`config.mk`:
```
export PLATFORM = sky130hd
export DESIGN_NAME = bqd_coef_regs
export DESIGN_NICKNAME = d
export VERILOG_FILES = /design/src/rtl/bqd_pkg.sv /design/src/rtl/bqd_coef_regs.sv
export SDC_FILE = /design/constraint.sdc
export NUM_CORES = 1
export LEC_CHECK = 0
export BUFFER_PORTS_ARGS = -buffer_cell sky130_fd_sc_hd__buf_2
export CORE_MARGIN = 2
export CORE_UTILIZATION = 49
export CTS_CLUSTER_SIZE = 28
export DETAILED_ROUTE_END_ITERATION = 7
export GPL_ROUTABILITY_DRIVEN = 0
export PLACE_DENSITY = 0.76
export SLEW_MARGIN = 20
export SYNTH_ARGS = -nofsm -noshare
export SYNTH_HDL_FRONTEND = slang
export SYNTH_SLANG_ARGS = --single-unit
```
`constraint.sdc`:
```
create_clock -name clk -period 1.4 [get_ports clk]
set_clock_uncertainty 0.05 [all_clocks]
set_input_delay 0.42 -clock clk [delete_from_list [all_inputs] [get_ports clk]]
set_output_delay 0.42 -clock clk [all_outputs]
set_load 0.005 [all_outputs]
```
`src/rtl/bqd_pkg.sv`:
```
// Shared constants and types for the biquad IIR filter.
package bqd_pkg;

  localparam int DEF_SAMPLE_WIDTH  = 16;
  localparam int DEF_COEF_WIDTH    = 20;
  localparam int DEF_HISTORY_WIDTH = 20;

  localparam int NUM_COEFS = 5;
  localparam int CFG_IDX_W = 3;

  typedef enum logic [CFG_IDX_W-1:0] {
    REG_B0 = 3'd0,
    REG_B1 = 3'd1,
    REG_B2 = 3'd2,
    REG_A1 = 3'd3,
    REG_A2 = 3'd4
  } cfg_reg_t;

endpackage

```
`src/rtl/bqd_coef_regs.sv`:
```
// Coefficient register file written through the configuration port.
module bqd_coef_regs
  import bqd_pkg::*;
#(
  parameter int COEF_WIDTH = DEF_COEF_WIDTH
) (
  input  logic                         clk,
  input  logic                         rst_n,
  input  logic                         wr_en,
  input  logic [CFG_IDX_W-1:0]         wr_index,
  input  logic [COEF_WIDTH-1:0]        wr_data,
  output logic signed [COEF_WIDTH-1:0] coef_b0,
  output logic signed [COEF_WIDTH-1:0] coef_b1,
  output logic signed [COEF_WIDTH-1:0] coef_b2,
  output logic signed [COEF_WIDTH-1:0] coef_a1,
  output logic signed [COEF_WIDTH-1:0] coef_a2
);

  localparam logic [COEF_WIDTH-1:0] B0_RESET = {2'b01, {(COEF_WIDTH-2){1'b0}}};

  logic [COEF_WIDTH-1:0] b0_r, b1_r, b2_r, a1_r, a2_r;

  always_ff @(posedge clk) begin
    if (!rst_n) begin
      b0_r <= B0_RESET;
      b1_r <= '0;
      b2_r <= '0;
      a1_r <= '0;
      a2_r <= '0;
    end else if (wr_en) begin
      unique case (cfg_reg_t'(wr_index))
        REG_B0:  b0_r <= wr_data;
        REG_B1:  b1_r <= wr_data;
        REG_B2:  b2_r <= wr_data;
        REG_A1:  a1_r <= wr_data;
        REG_A2:  a2_r <= wr_data;
        default: ;
      endcase
    end
  end

  assign coef_b0 = $signed(b0_r);
  assign coef_b1 = $signed(b1_r);
  assign coef_b2 = $signed(b2_r);
  assign coef_a1 = $signed(a1_r);
  assign coef_a2 = $signed(a2_r);

endmodule

```
==> out/summary.md <==
The run finished with clean final reports. Final setup violation count: 0. Yosys mapped a number of flops with a built-in enable equal to 0. The post-synthesis share of cell area spent on xor and xnor gates was 0. The power density normalized to cell area came out at 1150 nW/um2. Data on the critical path is required at its endpoint by 930 ps.

The most critical setup path has its startpoint at coef_b0[6]. The first global-routing pass estimated 13.8 mm of wire. The tools report the final count of pins violating max slew as 0. The share of flip-flops with an asynchronous set or reset after synthesis was 0. Based on the critical path, the design can be clocked at up to 759 MHz. The logs give 2715 for the number of global-route vias before repair and 0.212 for the overall fraction of global-route tracks in use.

The summed negative setup slack over all endpoints came out at 0 ps. The count of routing violations after the opening detailed-route iteration is 163, and the total CTS buffers is 9. Most instantiated flip-flop cell in the synthesis netlist: sky130_fd_sc_hd__dfxtp_1. Data on the critical path arrives at its endpoint at 850 ps.

The min-delay analysis places its worst path in the category input port to flip-flop. Antenna diode instance count: 0. The cell taking the most area after synthesis is sky130_fd_sc_hd__dfxtp_1. The die footprint is 8220 um2. The tools report the worst reg2reg path startpoint as coef_b2[19]. The first detailed-routing pass took 4 iterations. For the initial standard-cell utilization of the core, the log shows 0.507. TritonCTS built the clock tree. The clock latency of the later-clocked register in the worst-skew pair was 350 ps. The compound-cell area share of the yosys netlist came out at 0. The largest individual stage delay along the critical path comes from the cell sky130_fd_sc_hd__dfxtp_1.

Startpoint-to-endpoint class of the critical path: flip-flop to output port. Mean area per synthesized cell: 10.5 um2. The tools report the worst setup slack for register-to-register paths as 720 ps. The root buffer cell chosen for the clock tree is sky130_fd_sc_hd__clkbuf_8. The H-tree was split into 3 levels.

The synthesized instance count was 349. Pin placement for this block handled 126 I/O pins. The longest clock path from root to sink contains 2 buffers. The detailed router placed 2888 vias in this run.

The wire length the detailed router placed on met1 is 3.95 mm, and the synthesis warning total is 0. The area fraction in and, or, nand and nor cells after synthesis came out at 0.143. The tools report the residual overflow from global routing as 0. The number of rows in the core area is 31. The layout has 594 filler cells.

The tools report the number of maximum-capacitance constraint violations as 0. The buffer and inverter count on the worst path came out at 1. Detailed routing placed a total of 4.10 mm of wire on met2.

Counting distinct cell types in the post-synthesis netlist gives 12. The die is 90.7 um wide. The area share of fa/ha/maj cells after synthesis came out at 0. The final number of hold-violating endpoints is 0.

Ranked by instance count, the synthesized netlist is headed by sky130_fd_sc_hd__nand2_1 (119), sky130_fd_sc_hd__dfxtp_1 (100), sky130_fd_sc_hd__mux2i_1 (100). The share of post-route cells with drive strength above 1 was 0.331. Uppermost metal layer occupied by signal nets: met4. The worst setup path is launched from a flip-flop. After synthesis, the largest family of logic cells by area is multiplexers. The kind of cell adding the most delay to the critical path was flip-flops. End of the worst register-to-register path: coef_b2[19]. The via density per instance was 4.96; the sequential cell area fraction in the yosys report was 0.544. The clock-pin slew reported for the worst setup and hold paths after clock tree synthesis works out to 90 ps. For this run, design rule violations remaining after detail routing come to 0. The maximum cell stage delay along the critical path came out at 370 ps.

Buffers added to address setup during post-CTS repair amount to 0. IR analysis of the VDD net gives a maximum drop of 0.559 mV. The number of nets in the synthesized netlist is 375.

The share of the clock period used by the worst path was 0.941; the total clock sinks was 100. sky130_fd_sc_hd__nand2_1 is the most common cell in the netlist. The core region is 7250 um2.

The tools report the kind of end point of the critical path as an output port. By area the synthesized netlist is led by sky130_fd_sc_hd__dfxtp_1 (54%), sky130_fd_sc_hd__mux2i_1 (27%), sky130_fd_sc_hd__nand2_1 (12%). The length in cells of the worst reg-to-reg path came out at 2.

The wire-length estimate of the detail-placed layout is 6.25 mm. In this run the worst setup path terminates at coef_b0[6]. From synthesis to final layout, the design area changed by 28.2%. The post-layout worst setup margin was 82.8 ps; the number of input and output port buffers inserted was 125.

The run gives 0.841 as the tightest slew margin relative to the limit. The logs give 2.49 nW for the leakage power figure and 0 for the count of instances resized after the clock tree is built. The pin count of the biggest net entering global routing is 37, and the initial antenna violation count is 0. Setup repair after global routing left no endpoint under its margin. At the pin with the least slew margin, the transition time is 238 ps.

Summed over all nets, wire length on met3 after detailed routing comes to 469 um. The worst-case setup slack after placement came out at -73.5 ps. In this run the remaining antenna-violating nets after routing total 0.

The mux share of post-synthesis cell area was 0.272; the number of nets in the layout was 504. Number of cells on the critical path: 1. The signal on the critical path passes through buf_2. Hold repair after CTS inserted 0 buffers. Counting flops and latches in the post-synthesis netlist gives 100.

Wires add up to 8.62 mm. The die is 90.7 um tall. In this run the worst path has a maximum fanout of 2. Dividing the detail-routed wire length by the instance count gives 14.8 um.

Summing every instance area after synthesis gives 3680 um2. The area share of the largest cell type after synthesis works out to 0.544. Counting I/O delays and the setup requirement, the final critical path takes 1320 ps.
-- final cells by class --
class | count | area (um2) | share of cell area
clock buffer | 9 | 124 | 0.0263
tap | 99 | 124 | 0.0263
sequential | 100 | 2000 | 0.424
timing repair buffer | 141 | 823 | 0.174
clock inverter | 7 | 108 | 0.0228
multi-input combinational | 226 | 1540 | 0.326
-- power by group --
group / internal (mW) / switching (mW) / total (mW)
logic: 0.177 / 0.218 / 0.396
clock network: 1.04 / 1.05 / 2.09
registers: 2.91 / 0.0327 / 2.94
total: 4.12 / 1.30 / 5.42
-- placed cells by master (no fill, tap or decap), types with 2 or more instances in the layout --
cell type                   instances
sky130_fd_sc_hd__buf_2            124
sky130_fd_sc_hd__nand2_1          119
sky130_fd_sc_hd__mux2i_1          100
sky130_fd_sc_hd__dfxtp_1          100
sky130_fd_sc_hd__buf_4             11
sky130_fd_sc_hd__clkbuf_8           9
sky130_fd_sc_hd__buf_12             6
sky130_fd_sc_hd__nand4bb_2          2
sky130_fd_sc_hd__nor2b_1            2
sky130_fd_sc_hd__bufinv_16          2
sky130_fd_sc_hd__inv_8              2
-- sequential cells by signal (all words and copies together) (netlist names) --
register / count
coef_b2: 20
coef_a2: 20
coef_b1: 20
coef_a1: 20
coef_b0: 20
-- layer usage --
layer,vias to the layer above,global-route usage
met2,88,0.325
li1,1418,-
met3,8,0.0492
met1,1374,0.295
met5,-,0
met4,0,0.0692
-- stage by stage --
step,cell area [um2],std cells,hold WS (ps),utilization,power (mW)
finish,4720,582,304,0.651,5.42
floorplan,3680,349,401,-,3.21
detailed placement,4490,566,394,0.619,3.40
CTS,4720,582,293,0.651,5.45
global placement,4490,566,390,0.619,3.39
global route,4720,582,324,0.651,5.62
-- how the worst min path moves through the flow --
| stage | from | to | slack, ps | cells past startpoint |
|---|---|---|---|---|
| 3_5_place_dp | coef_b1[2] | coef_b1[2] | 390 | 2 |
| 3_3_place_gp | coef_b1[2] | coef_b1[2] | 390 | 2 |
| 6_report | wr_data[18] | coef_b0[18] | 300 | 3 |
| 5_1_grt | wr_data[18] | coef_b0[18] | 320 | 3 |
| 4_1_cts | wr_data[18] | coef_b0[18] | 290 | 3 |
| 2_1_floorplan | coef_b0[0] | coef_b0[0] | 400 | 2 |
-- cell families after synthesis --
kind of cell  count (synthesis)
flops                       100
mux                         100
buf+inv                      23
simple gates                126
(Power assumes the default switching activity.)
